### config.mk
export PLATFORM = sky130hd
export DESIGN_NAME = corexy_move_limit_checker_unit
export DESIGN_NICKNAME = d
export VERILOG_FILES = /design/src/design/cmlc_pkg.sv /design/src/design/cmlc_front.sv /design/src/design/cmlc_queue.sv /design/src/design/cmlc_back.sv /design/src/design/corexy_move_limit_checker_unit.sv
export VERILOG_INCLUDE_DIRS = /design/src /design/src/design
export SDC_FILE = /design/constraint.sdc
export NUM_CORES = 2
export LEC_CHECK = 0
export BUFFER_PORTS_ARGS = -buffer_cell sky130_fd_sc_hd__buf_2
export CAP_MARGIN = 20
export CORE_MARGIN = 2
export CORE_UTILIZATION = 50
export DETAILED_ROUTE_END_ITERATION = 16
export HOLD_SLACK_MARGIN = 0.06
export PLACE_DENSITY = 0.81
export SLEW_MARGIN = 20
export SYNTH_ARGS = -nofsm -noshare
export SYNTH_HDL_FRONTEND = slang
export SYNTH_SLANG_ARGS = --single-unit
export TNS_END_PERCENT = 5
### constraint.sdc
create_clock -name clk -period 9.55 [get_ports clk]
set_input_delay 0.955 -clock clk [delete_from_list [all_inputs] [get_ports clk]]
set_output_delay 0.955 -clock clk [all_outputs]
set_load 0.02 [all_outputs]
### src/design/corexy_move_limit_checker_unit_macros.svh
// Assertion macros for the CoreXY move limit checker.
// Included by the top level; no other dependencies.
`ifndef COREXY_MOVE_LIMIT_CHECKER_UNIT_MACROS_SVH
`define COREXY_MOVE_LIMIT_CHECKER_UNIT_MACROS_SVH
`ifndef ASSERT_OFF
// Same-cycle implication, disabled during reset.
`define CMLC_ASSERT_IMPLIES(label, clk, rst_n, a, b) \
    label: assert property (@(posedge clk) disable iff (!rst_n) (a) |-> (b)) \
        else $error("cmlc assertion failed");
// Next-cycle implication, disabled during reset.
`define CMLC_ASSERT_NEXT(label, clk, rst_n, a, b) \
    label: assert property (@(posedge clk) disable iff (!rst_n) (a) |=> (b)) \
        else $error("cmlc assertion failed");
`else
`define CMLC_ASSERT_IMPLIES(label, clk, rst_n, a, b)
`define CMLC_ASSERT_NEXT(label, clk, rst_n, a, b)
`endif
`endif

### src/design/cmlc_pkg.sv
// Shared types and constants for the CoreXY move limit checker.
// No dependencies; imported by every module of the block.
package cmlc_pkg;

    // Default depth of the queue between the front and back parts.
    localparam int CMLC_QUEUE_DEPTH = 2;

    // Configuration register indexes.
    localparam logic [2:0] REG_X_MIN       = 3'd0;
    localparam logic [2:0] REG_X_MAX       = 3'd1;
    localparam logic [2:0] REG_Y_MIN       = 3'd2;
    localparam logic [2:0] REG_Y_MAX       = 3'd3;
    localparam logic [2:0] REG_Z_MIN       = 3'd4;
    localparam logic [2:0] REG_Z_MAX       = 3'd5;
    localparam logic [2:0] REG_Z_VEL_CAP   = 3'd6;
    localparam logic [2:0] REG_Z_ACCEL_CAP = 3'd7;

    typedef enum logic [1:0] {
        OP_CHECK     = 2'd0,
        OP_HOME      = 2'd1,
        OP_MOTOR_OFF = 2'd2,
        OP_CLEAR_Z   = 2'd3
    } cmlc_op_t;

    typedef enum logic [1:0] {
        ST_OK        = 2'd0,
        ST_MUST_HOME = 2'd1,
        ST_ENDSTOP   = 2'd2
    } cmlc_status_t;

    // One input item.
    typedef struct packed {
        cmlc_op_t           operation;
        logic signed [31:0] end_x;
        logic signed [31:0] end_y;
        logic signed [31:0] end_z;
        logic signed [31:0] delta_x;
        logic signed [31:0] delta_y;
        logic signed [31:0] delta_z;
        logic [31:0]        move_distance;
        logic [2:0]         home_mask;
    } cmlc_cmd_t;

    // One result item.
    typedef struct packed {
        cmlc_status_t status;
        logic         speed_limited;
        logic [31:0]  velocity_limit;
        logic [31:0]  accel_limit;
        logic [2:0]   homed_flags;
    } cmlc_result_t;

    // Rail ranges used by the front part.
    typedef struct packed {
        logic signed [31:0] x_min;
        logic signed [31:0] x_max;
        logic signed [31:0] y_min;
        logic signed [31:0] y_max;
        logic signed [31:0] z_min;
        logic signed [31:0] z_max;
    } cmlc_limits_t;

    // Z caps used by the back part.
    typedef struct packed {
        logic [31:0] vel;
        logic [31:0] accel;
    } cmlc_caps_t;

    // Classified item handed from the front part to the back part.
    typedef struct packed {
        cmlc_status_t status;
        logic         divide;
        logic [2:0]   homed;
        logic [31:0]  move_len;
        logic [31:0]  dz_abs;
    } cmlc_job_t;

    // Queue status seen by both parts.
    typedef struct packed {
        logic empty;
        logic full;
    } cmlc_qstat_t;

endpackage

### src/design/cmlc_front.sv
// Front part: accepts items, keeps the homed flags and checks the rails.
// Depends on cmlc_pkg.
module cmlc_front (
    input  logic                    clk,
    input  logic                    rst_n,
    input  logic                    push,
    output logic                    full,
    input  cmlc_pkg::cmlc_cmd_t     cmd,
    input  cmlc_pkg::cmlc_limits_t  limits,
    input  cmlc_pkg::cmlc_qstat_t   qstat,
    output logic                    job_valid,
    output cmlc_pkg::cmlc_job_t     job
);
    import cmlc_pkg::*;

    logic [2:0]         homed_reg;
    logic [2:0]         homed_next;
    logic               accept;
    cmlc_status_t       chk_status;
    logic signed [31:0] end_p [3];
    logic signed [31:0] delta [3];
    logic signed [31:0] lo [3];
    logic signed [31:0] hi [3];

    assign full   = qstat.full;
    assign accept = push && !qstat.full;

    assign end_p[0] = cmd.end_x;
    assign end_p[1] = cmd.end_y;
    assign end_p[2] = cmd.end_z;
    assign delta[0] = cmd.delta_x;
    assign delta[1] = cmd.delta_y;
    assign delta[2] = cmd.delta_z;
    assign lo[0]    = limits.x_min;
    assign lo[1]    = limits.y_min;
    assign lo[2]    = limits.z_min;
    assign hi[0]    = limits.x_max;
    assign hi[1]    = limits.y_max;
    assign hi[2]    = limits.z_max;

    // The first moving axis that faults decides: unhomed, or homed with its end off the rail.
    always_comb
    begin
        logic hit;
        hit        = 1'b0;
        chk_status = ST_OK;
        for (int i = 0; i < 3; i++)
        begin
            if (!hit && delta[i] != 32'sd0)
            begin
                hit = 1'b1;
                if (!homed_reg[i])
                begin
                    chk_status = ST_MUST_HOME;
                end
                else if (end_p[i] < lo[i] || end_p[i] > hi[i])
                begin
                    chk_status = ST_ENDSTOP;
                end
                else
                begin
                    hit = 1'b0;
                end
            end
        end
    end

    // Homed flags after this item.
    always_comb
    begin
        case (cmd.operation)
            OP_HOME:      homed_next = homed_reg | cmd.home_mask;
            OP_MOTOR_OFF: homed_next = 3'b000;
            OP_CLEAR_Z:   homed_next = homed_reg & 3'b011;
            default:      homed_next = homed_reg;
        endcase
    end

    always_ff @(posedge clk or negedge rst_n)
    begin
        if (!rst_n)
        begin
            homed_reg <= 3'b000;
        end
        else if (accept)
        begin
            homed_reg <= homed_next;
        end
    end

    // Classified item for the queue.
    always_comb
    begin
        job_valid     = accept;
        job.status    = (cmd.operation == OP_CHECK) ? chk_status : ST_OK;
        job.divide    = (cmd.operation == OP_CHECK) && (chk_status == ST_OK)
                        && (cmd.delta_z != 32'sd0);
        job.homed     = homed_next;
        job.move_len  = cmd.move_distance;
        job.dz_abs    = cmd.delta_z[31] ? (~cmd.delta_z + 32'd1) : cmd.delta_z;
    end

endmodule

### src/design/cmlc_queue.sv
// Short queue of classified items between the front and back parts.
// Depends on cmlc_pkg.
module cmlc_queue #(
    parameter int DEPTH = cmlc_pkg::CMLC_QUEUE_DEPTH  // 2 or more
) (
    input  logic                  clk,
    input  logic                  rst_n,
    input  logic                  wr_en,
    input  cmlc_pkg::cmlc_job_t   wr_data,
    input  logic                  rd_en,
    output cmlc_pkg::cmlc_job_t   rd_data,
    output cmlc_pkg::cmlc_qstat_t qstat
);
    import cmlc_pkg::*;

    localparam int PW = (DEPTH > 1) ? $clog2(DEPTH) : 1;
    localparam int CW = $clog2(DEPTH + 1);

    cmlc_job_t     entries_reg [DEPTH];
    logic [PW-1:0] wr_ptr_reg;
    logic [PW-1:0] rd_ptr_reg;
    logic [CW-1:0] count_reg;
    logic [PW-1:0] wr_ptr_next;
    logic [PW-1:0] rd_ptr_next;
    logic [CW-1:0] count_next;
    logic          do_wr;
    logic          do_rd;

    assign qstat.empty = (count_reg == '0);
    assign qstat.full  = (count_reg == CW'(DEPTH));
    assign do_wr       = wr_en && !qstat.full;
    assign do_rd       = rd_en && !qstat.empty;
    assign rd_data     = entries_reg[rd_ptr_reg];

    // Pointers wrap at the depth, which need not be a power of two.
    always_comb
    begin
        wr_ptr_next = wr_ptr_reg;
        rd_ptr_next = rd_ptr_reg;
        count_next  = count_reg;
        if (do_wr)
        begin
            wr_ptr_next = (wr_ptr_reg == PW'(DEPTH - 1)) ? '0 : wr_ptr_reg + 1'b1;
        end
        if (do_rd)
        begin
            rd_ptr_next = (rd_ptr_reg == PW'(DEPTH - 1)) ? '0 : rd_ptr_reg + 1'b1;
        end
        if (do_wr && !do_rd)
        begin
            count_next = count_reg + 1'b1;
        end
        else if (do_rd && !do_wr)
        begin
            count_next = count_reg - 1'b1;
        end
    end

    always_ff @(posedge clk or negedge rst_n)
    begin
        if (!rst_n)
        begin
            wr_ptr_reg <= '0;
            rd_ptr_reg <= '0;
            count_reg  <= '0;
        end
        else
        begin
            wr_ptr_reg <= wr_ptr_next;
            rd_ptr_reg <= rd_ptr_next;
            count_reg  <= count_next;
        end
    end

    // Entry storage carries payload only.
    always_ff @(posedge clk)
    begin
        if (do_wr)
        begin
            entries_reg[wr_ptr_reg] <= wr_data;
        end
    end

endmodule

### src/design/cmlc_back.sv
// Back part: scales the z caps by distance over |dz| and holds the result item.
// Depends on cmlc_pkg.
module cmlc_back (
    input  logic                  clk,
    input  logic                  rst_n,
    input  cmlc_pkg::cmlc_qstat_t qstat,
    input  cmlc_pkg::cmlc_job_t   job,
    output logic                  job_take,
    input  cmlc_pkg::cmlc_caps_t  caps,
    output logic                  empty,
    input  logic                  pop,
    output cmlc_pkg::cmlc_result_t result
);
    import cmlc_pkg::*;

    // Two quotient bits per cycle over a 32-bit quotient.
    localparam int DIV_CYCLES = 16;
    localparam int CNT_W      = $clog2(DIV_CYCLES);

    typedef enum logic [3:0] {
        B_IDLE = 4'b0001,
        B_MULV = 4'b0010,
        B_MULA = 4'b0100,
        B_DIV  = 4'b1000
    } cmlc_back_state_t;

    cmlc_back_state_t state_reg, state_next;
    logic [CNT_W-1:0] cnt_reg, cnt_next;
    logic             out_valid_reg, out_valid_next;
    cmlc_result_t     out_reg, out_next;
    cmlc_status_t     status_reg, status_next;
    logic [2:0]       homed_reg, homed_next;
    logic [31:0]      len_reg, len_next;
    logic [31:0]      dz_reg, dz_next;
    logic [63:0]      rq_v_reg, rq_v_next;
    logic [63:0]      rq_a_reg, rq_a_next;
    logic             sat_v_reg, sat_v_next;
    logic             sat_a_reg, sat_a_next;
    logic [31:0]      mul_a;
    logic [63:0]      prod;
    logic [63:0]      step_v;
    logic [63:0]      step_a;
    logic             pop_ok;
    logic             out_free;

    // One restoring division step: remainder in the upper half, dividend and
    // quotient bits sharing the lower half.
    function automatic logic [63:0] div_step(input logic [63:0] rq, input logic [31:0] d);
        logic [32:0] r;
        logic        q;
        r = {rq[63:32], rq[31]};
        q = (r >= {1'b0, d});
        if (q)
        begin
            r = r - {1'b0, d};
        end
        return {r[31:0], rq[30:0], q};
    endfunction

    assign pop_ok   = pop && out_valid_reg;
    assign out_free = !out_valid_reg || pop_ok;
    assign empty    = !out_valid_reg;
    assign result   = out_reg;

    // One shared multiplier, velocity cap first, then acceleration cap.
    assign mul_a  = (state_reg == B_MULV) ? caps.vel : caps.accel;
    assign prod   = {32'd0, mul_a} * {32'd0, len_reg};
    assign step_v = div_step(div_step(rq_v_reg, dz_reg), dz_reg);
    assign step_a = div_step(div_step(rq_a_reg, dz_reg), dz_reg);

    always_comb
    begin
        state_next     = state_reg;
        cnt_next       = cnt_reg;
        out_valid_next = out_valid_reg;
        out_next       = out_reg;
        status_next    = status_reg;
        homed_next     = homed_reg;
        len_next       = len_reg;
        dz_next        = dz_reg;
        rq_v_next      = rq_v_reg;
        rq_a_next      = rq_a_reg;
        sat_v_next     = sat_v_reg;
        sat_a_next     = sat_a_reg;
        job_take       = 1'b0;

        if (pop_ok)
        begin
            out_valid_next = 1'b0;
        end

        case (state_reg)
            B_IDLE:
            begin
                // Take the next item once the result register is free.
                if (!qstat.empty && out_free)
                begin
                    job_take = 1'b1;
                    if (job.divide)
                    begin
                        status_next = job.status;
                        homed_next  = job.homed;
                        len_next    = job.move_len;
                        dz_next     = job.dz_abs;
                        state_next  = B_MULV;
                    end
                    else
                    begin
                        out_next.status         = job.status;
                        out_next.speed_limited  = 1'b0;
                        out_next.velocity_limit = 32'd0;
                        out_next.accel_limit    = 32'd0;
                        out_next.homed_flags    = job.homed;
                        out_valid_next          = 1'b1;
                    end
                end
            end
            B_MULV:
            begin
                rq_v_next  = prod;
                state_next = B_MULA;
            end
            B_MULA:
            begin
                rq_a_next  = prod;
                cnt_next   = '0;
                state_next = B_DIV;
            end
            B_DIV:
            begin
                // A quotient above 32 bits shows as a high half at or above |dz|.
                if (cnt_reg == '0)
                begin
                    sat_v_next = (rq_v_reg[63:32] >= dz_reg);
                    sat_a_next = (rq_a_reg[63:32] >= dz_reg);
                end
                rq_v_next = step_v;
                rq_a_next = step_a;
                cnt_next  = cnt_reg + 1'b1;
                if (cnt_reg == CNT_W'(DIV_CYCLES - 1))
                begin
                    out_next.status         = status_reg;
                    out_next.speed_limited  = 1'b1;
                    out_next.velocity_limit = sat_v_reg ? 32'hFFFF_FFFF : step_v[31:0];
                    out_next.accel_limit    = sat_a_reg ? 32'hFFFF_FFFF : step_a[31:0];
                    out_next.homed_flags    = homed_reg;
                    out_valid_next          = 1'b1;
                    state_next              = B_IDLE;
                end
            end
            default:
            begin
                state_next = B_IDLE;
            end
        endcase
    end

    always_ff @(posedge clk or negedge rst_n)
    begin
        if (!rst_n)
        begin
            state_reg     <= B_IDLE;
            cnt_reg       <= '0;
            out_valid_reg <= 1'b0;
        end
        else
        begin
            state_reg     <= state_next;
            cnt_reg       <= cnt_next;
            out_valid_reg <= out_valid_next;
        end
    end

    // Datapath registers carry payload only.
    always_ff @(posedge clk)
    begin
        out_reg    <= out_next;
        status_reg <= status_next;
        homed_reg  <= homed_next;
        len_reg    <= len_next;
        dz_reg     <= dz_next;
        rq_v_reg   <= rq_v_next;
        rq_a_reg   <= rq_a_next;
        sat_v_reg  <= sat_v_next;
        sat_a_reg  <= sat_a_next;
    end

endmodule

### src/design/corexy_move_limit_checker_unit.sv
// CoreXY move limit checker. Keeps the x, y and z homed flags, checks each
// move against the configured rail ranges and scales the z velocity and
// acceleration caps by move distance over |delta_z|, saturating at all ones.
// Every item yields one result item, in order. The front part takes an item
// in the cycle it is pushed unless the queue is full. The back part hands an
// item without z scaling straight to the result register; a checked move with
// z travel goes through the shared 32x32 multiplier for both caps in turn,
// then a two-bit-per-cycle divider that serves both limits side by side.
// A queue of QUEUE_DEPTH items and the result register sit between the sides,
// so pushes continue while a result waits to be popped. Configuration writes
// take effect on the next clock and are meant for when the block is idle.
// Depends on cmlc_pkg, cmlc_front, cmlc_queue, cmlc_back and the macro header.
`include "corexy_move_limit_checker_unit_macros.svh"

module corexy_move_limit_checker_unit #(
    parameter int QUEUE_DEPTH = cmlc_pkg::CMLC_QUEUE_DEPTH
) (
    input  logic                   clk,
    input  logic                   rst_n,
    input  logic                   push,
    output logic                   full,
    input  cmlc_pkg::cmlc_cmd_t    cmd,
    output logic                   empty,
    input  logic                   pop,
    output cmlc_pkg::cmlc_result_t result,
    input  logic                   cfg_we,
    input  logic [2:0]             cfg_index,
    input  logic [31:0]            cfg_data
);
    import cmlc_pkg::*;

    cmlc_limits_t limits_reg;
    cmlc_caps_t   caps_reg;
    cmlc_qstat_t  qstat;
    cmlc_job_t    wr_job;
    cmlc_job_t    rd_job;
    logic         wr_en;
    logic         rd_en;

    // Configuration register file.
    always_ff @(posedge clk or negedge rst_n)
    begin
        if (!rst_n)
        begin
            limits_reg <= '0;
            caps_reg   <= '0;
        end
        else if (cfg_we)
        begin
            case (cfg_index)
                REG_X_MIN:       limits_reg.x_min <= cfg_data;
                REG_X_MAX:       limits_reg.x_max <= cfg_data;
                REG_Y_MIN:       limits_reg.y_min <= cfg_data;
                REG_Y_MAX:       limits_reg.y_max <= cfg_data;
                REG_Z_MIN:       limits_reg.z_min <= cfg_data;
                REG_Z_MAX:       limits_reg.z_max <= cfg_data;
                REG_Z_VEL_CAP:   caps_reg.vel     <= cfg_data;
                REG_Z_ACCEL_CAP: caps_reg.accel   <= cfg_data;
                default:         limits_reg       <= limits_reg;
            endcase
        end
    end

    cmlc_front u_front (
        .clk       (clk),
        .rst_n     (rst_n),
        .push      (push),
        .full      (full),
        .cmd       (cmd),
        .limits    (limits_reg),
        .qstat     (qstat),
        .job_valid (wr_en),
        .job       (wr_job)
    );

    cmlc_queue #(
        .DEPTH (QUEUE_DEPTH)
    ) u_queue (
        .clk     (clk),
        .rst_n   (rst_n),
        .wr_en   (wr_en),
        .wr_data (wr_job),
        .rd_en   (rd_en),
        .rd_data (rd_job),
        .qstat   (qstat)
    );

    cmlc_back u_back (
        .clk      (clk),
        .rst_n    (rst_n),
        .qstat    (qstat),
        .job      (rd_job),
        .job_take (rd_en),
        .caps     (caps_reg),
        .empty    (empty),
        .pop      (pop),
        .result   (result)
    );

    // A result without z scaling carries zero limits.
    `CMLC_ASSERT_IMPLIES(a_unlimited_zero, clk, rst_n,
        !empty && !result.speed_limited,
        result.velocity_limit == 32'd0 && result.accel_limit == 32'd0)
    // Only a move that passed the check is scaled.
    `CMLC_ASSERT_IMPLIES(a_limited_ok, clk, rst_n,
        !empty && result.speed_limited, result.status == ST_OK)
    // The back part never takes an item from an empty queue.
    `CMLC_ASSERT_IMPLIES(a_take_nonempty, clk, rst_n, rd_en, !qstat.empty)

endmodule

==> results.sh <==
export IMPL_synth_seq_area_share_pct=25.9
export IMPL_timing_clock_skew_ns=0.0526
export IMPL_drt_first_pass_iters=8
export IMPL_ff_latch_area_mm2=0.0191
export IMPL_drv_slew=0
export IMPL_drt_vias_per_instance=5.76
export IMPL_critical_path_startpoint_type="register"
export IMPL_mappedNetlistArea_mm2=0.0738
export IMPL_synth_edff_count=409
export IMPL_fillerInstances=12600
export IMPL_route_detailed_wl_per_inst_um=21.7
export IMPL_global_route_usage_total_pct=28.2
export IMPL_fp_dieArea_mm2=0.151
export IMPL_die_h_um=388
export IMPL_multiInputGateArea_mm2=0.0492
export IMPL_pin_count=341
export IMPL_synth_top_family_by_area="adder cells"
export IMPL_detail_route_antenna_nets=0
export IMPL_grt_pass1_vias=58600
export IMPL_timing_critical_path_buf_inv=9
export IMPL_synth_simple_area_share_pct=15.1
export IMPL_critical_path_maximum_fanout=15
export IMPL_worst_setup_path_end_kind="register"
export IMPL_placed_cells_incl_taps=9615
export IMPL_critical_path_required_ns=10.12
export IMPL_placement_rows=141
export IMPL_dr_first_iter_drc_count=4585
export IMPL_clk_transition_reported_paths_ns=0.06
export IMPL_synthAdderAreaFrac_pct=35.4
export IMPL_drt_drc_violations_left=0
export IMPL_core_area_mm2=0.147
export IMPL_timing_worst_slew_pin_value_ns=1.17
export IMPL_fmaxAchievable_mhz=107
export IMPL_crit_arrival_ns=9.89
export IMPL_dp_hpwl_um=169000
export IMPL_grt_setup_unrepaired="true"
export IMPL_syn_avg_cell_area_um2=9.78
export IMPL_die_width_um=388
export IMPL_final_hold_violation_count=0
export IMPL_synth_cell_type_count=96
export IMPL_grt_first_pass_wirelength_um=331000
export IMPL_insertion_delay_ns=0.72
export IMPL_tritoncts_num_sinks=681
export IMPL_cts_htree_levels=3
export IMPL_clockBufferDepth=3
export IMPL_gp_congestion=1.00
export IMPL_run_status="complete, no violations"
export IMPL_number_of_post_cts_setup_repair_buffers=0
export IMPL_worstHoldPathType="input pin to async pin"
export IMPL_synth_nets=9366
export IMPL_pin_count_of_the_biggest_net_entering_global_routing=176
export IMPL_cts_made_buffers=78
export IMPL_layout_min_cycle_time_ns=9.32
export IMPL_timing_critical_path_mode_cell="fa_1"
export IMPL_vias=56300
export IMPL_r2r_worst_path_cells=30
export IMPL_grt_antenna_before_repair=24
export IMPL_post_route_period_util_pct=97.6
export IMPL_clock_root_buffer="clkbuf_16"
export IMPL_globalRoute_totalOverflow=0
export IMPL_cpMaxStageDelayCell="fa_1"
export IMPL_critical_path_class="register to register"
export IMPL_synth_compound_gate_area_share_pct=9.05
export IMPL_synthToLayoutAreaGrowth_pct=9.23
export IMPL_final_layout_size_suffix_gt1_share_pct=11.8
export IMPL_cell_type_group_with_the_largest_total_delay_on_the_critical_path="adder cells"
export IMPL_initial_utilization_pct=50.2
export IMPL_timing_max_cap_violations=0
export IMPL_postSynth_asyncResetShare_pct=39.9
export IMPL_xor_and_xnor_fraction_of_the_mapped_netlist_area_pct=2.23
export IMPL_timing_critical_path_slowest_cell_delay_ns=0.58
export IMPL_timing_reg2reg_setup_slack_ns=0.23
export IMPL_wl_um=212000
export IMPL_timing_rr_start="u_back.state_reg[2]"
export IMPL_cts_tree="yes"
export IMPL_placement_io_buffers=340
export IMPL_worst_case_headroom_to_the_max_slew_limit_pct=21.4
export IMPL_largest_reg_flops=192
export IMPL_setup_total_negative_slack_ns=0
export IMPL_finalSetupViolCount=0
export IMPL_worst_r2r_endpoint="u_back.rq_a_reg[60]"
export IMPL_synthFlopType="edfxtp_1"
export IMPL_synth_warnings=0
export IMPL_synth_mux_area_share_pct=4.64
export IMPL_synth_seq_cells=681
export IMPL_timing_hold_ws_ns=0.280
export IMPL_instances_no_fill=9773
export IMPL_syn_inst=7549
export IMPL_final_nets=9583
[synthesized netlist by cell type (264+ instances only)]
cell type / instances / area share, %
clkbuf_1: 316 / 1.6
nor2_1: 330 / 1.7
ha_1: 648 / 11
and2_1: 624 / 5.3
mux2_2: 264 / 4.0
inv_1: 1161 / 5.9
o21ai_0: 278 / 1.9
a21oi_1: 271 / 1.8
fa_1: 900 / 24
nand2_1: 868 / 4.4
edfxtp_1: 409 / 17
dfrtp_1: 271 / 9.2
[how the worst max path moves through the flow]
stage | from | end | slack, ns | depth (start not counted)
after detailed placement | u_back.state_reg[2] | u_back.rq_a_reg[60] | 0.13 | 30
after CTS | u_back.state_reg[2] | u_back.rq_a_reg[60] | 0.11 | 30
after floorplan | u_back.state_reg[2] | u_back.rq_a_reg[60] | 0.11 | 30
after global routing | u_back.state_reg[2] | u_back.rq_a_reg[60] | -0.08 | 29
after global placement | u_back.state_reg[1] | u_back.rq_a_reg[60] | 0.25 | 32
final | u_back.state_reg[2] | u_back.rq_a_reg[60] | 0.23 | 30
[layout by cell type (no fill, tap or decap), types with 11 or more instances in the layout]
cell type     n
a2111oi_0    12
a211o_1      13
a211oi_1     33
a21o_1      124
a21oi_1     269
a31o_2       11
a31oi_1      31
and2_1      624
and3_1       23
and4_1       16
buf_2       339
buf_4       133
clkbuf_1     15
clkbuf_16    79
dfrtp_1     270
diode_2      15
edfxtp_1    409
fa_1        900
ha_1        648
inv_1      1159
mux2_2      264
mux2i_1      43
nand2_1     867
nand2b_1     36
nand3_1      83
nand4_1      74
nor2_1      329
nor2b_1      37
nor3_1       67
nor4_1       32
o211ai_1     17
o21a_1       36
o21ai_0     277
o21ai_1      17
o21bai_1     28
o31ai_1      30
or3_1        27
or4_1        11
xnor2_1     120
xor2_1       68
[worst reg2reg max path, delay by kind of cell, from the launching register on]
family                     cells  cell delay (ns)
adders and majority gates      9             4.48
and+or+nand+nor                6             1.61
DFF                            1             0.45
AOI/OAI and AO/OA              4             1.07
buffers and inverters          9             0.90
muxes                          2             0.72
[kinds of logic after synthesis]
kind of cell | after synthesis
multiplexers | 309
flip-flops | 681
adder cells (fa/ha/maj) | 1548
AO/OA/AOI/OAI | 1043
buffers and inverters | 1508
XOR/XNOR | 188
AND/OR/NAND/NOR | 2272
[through the flow]
step                      instance area, µm²  worst slack (ns)  utilization (%)
after floorplan                        73800             0.115                -
after global placement                 77900             0.247             52.9
after detailed placement               77900             0.134             52.9
after CTS                              80600             0.109             54.8
after global routing                   80600           -0.0793             54.8
final                                  80700             0.226             54.8
[layout make-up]
cell class              count  area share [%]
multi-input cells        5360            61.0
flip-flops and latches    681            23.7
inverters                1163            5.42
repair buffers            482            3.58
well taps                1930            2.99
clock buffers             101            2.64
clock inverters            41           0.692
diodes                     15          0.0465
[metal layers]
layer / GRT usage, % / share of wire, %
met1: 36.4 / 40
met2: 45.6 / 46
met3: 5.73 / 8.6
met4: 12.9 / 5.1
met5: 0 / 0.054
[timing repair]
| action | 4_1_cts | 5_1_grt |
|---|---|---|
| hold buffers | 0 | 0 |
| resized for setup | 0 | 8 |
| setup endpoints to repair | 0 | 49 |
| hold endpoints to repair | 0 | 0 |
Power is left out: the tool's default activity adds up to more than one toggle a clock period on the data nets, which glitch-free logic cannot reach.
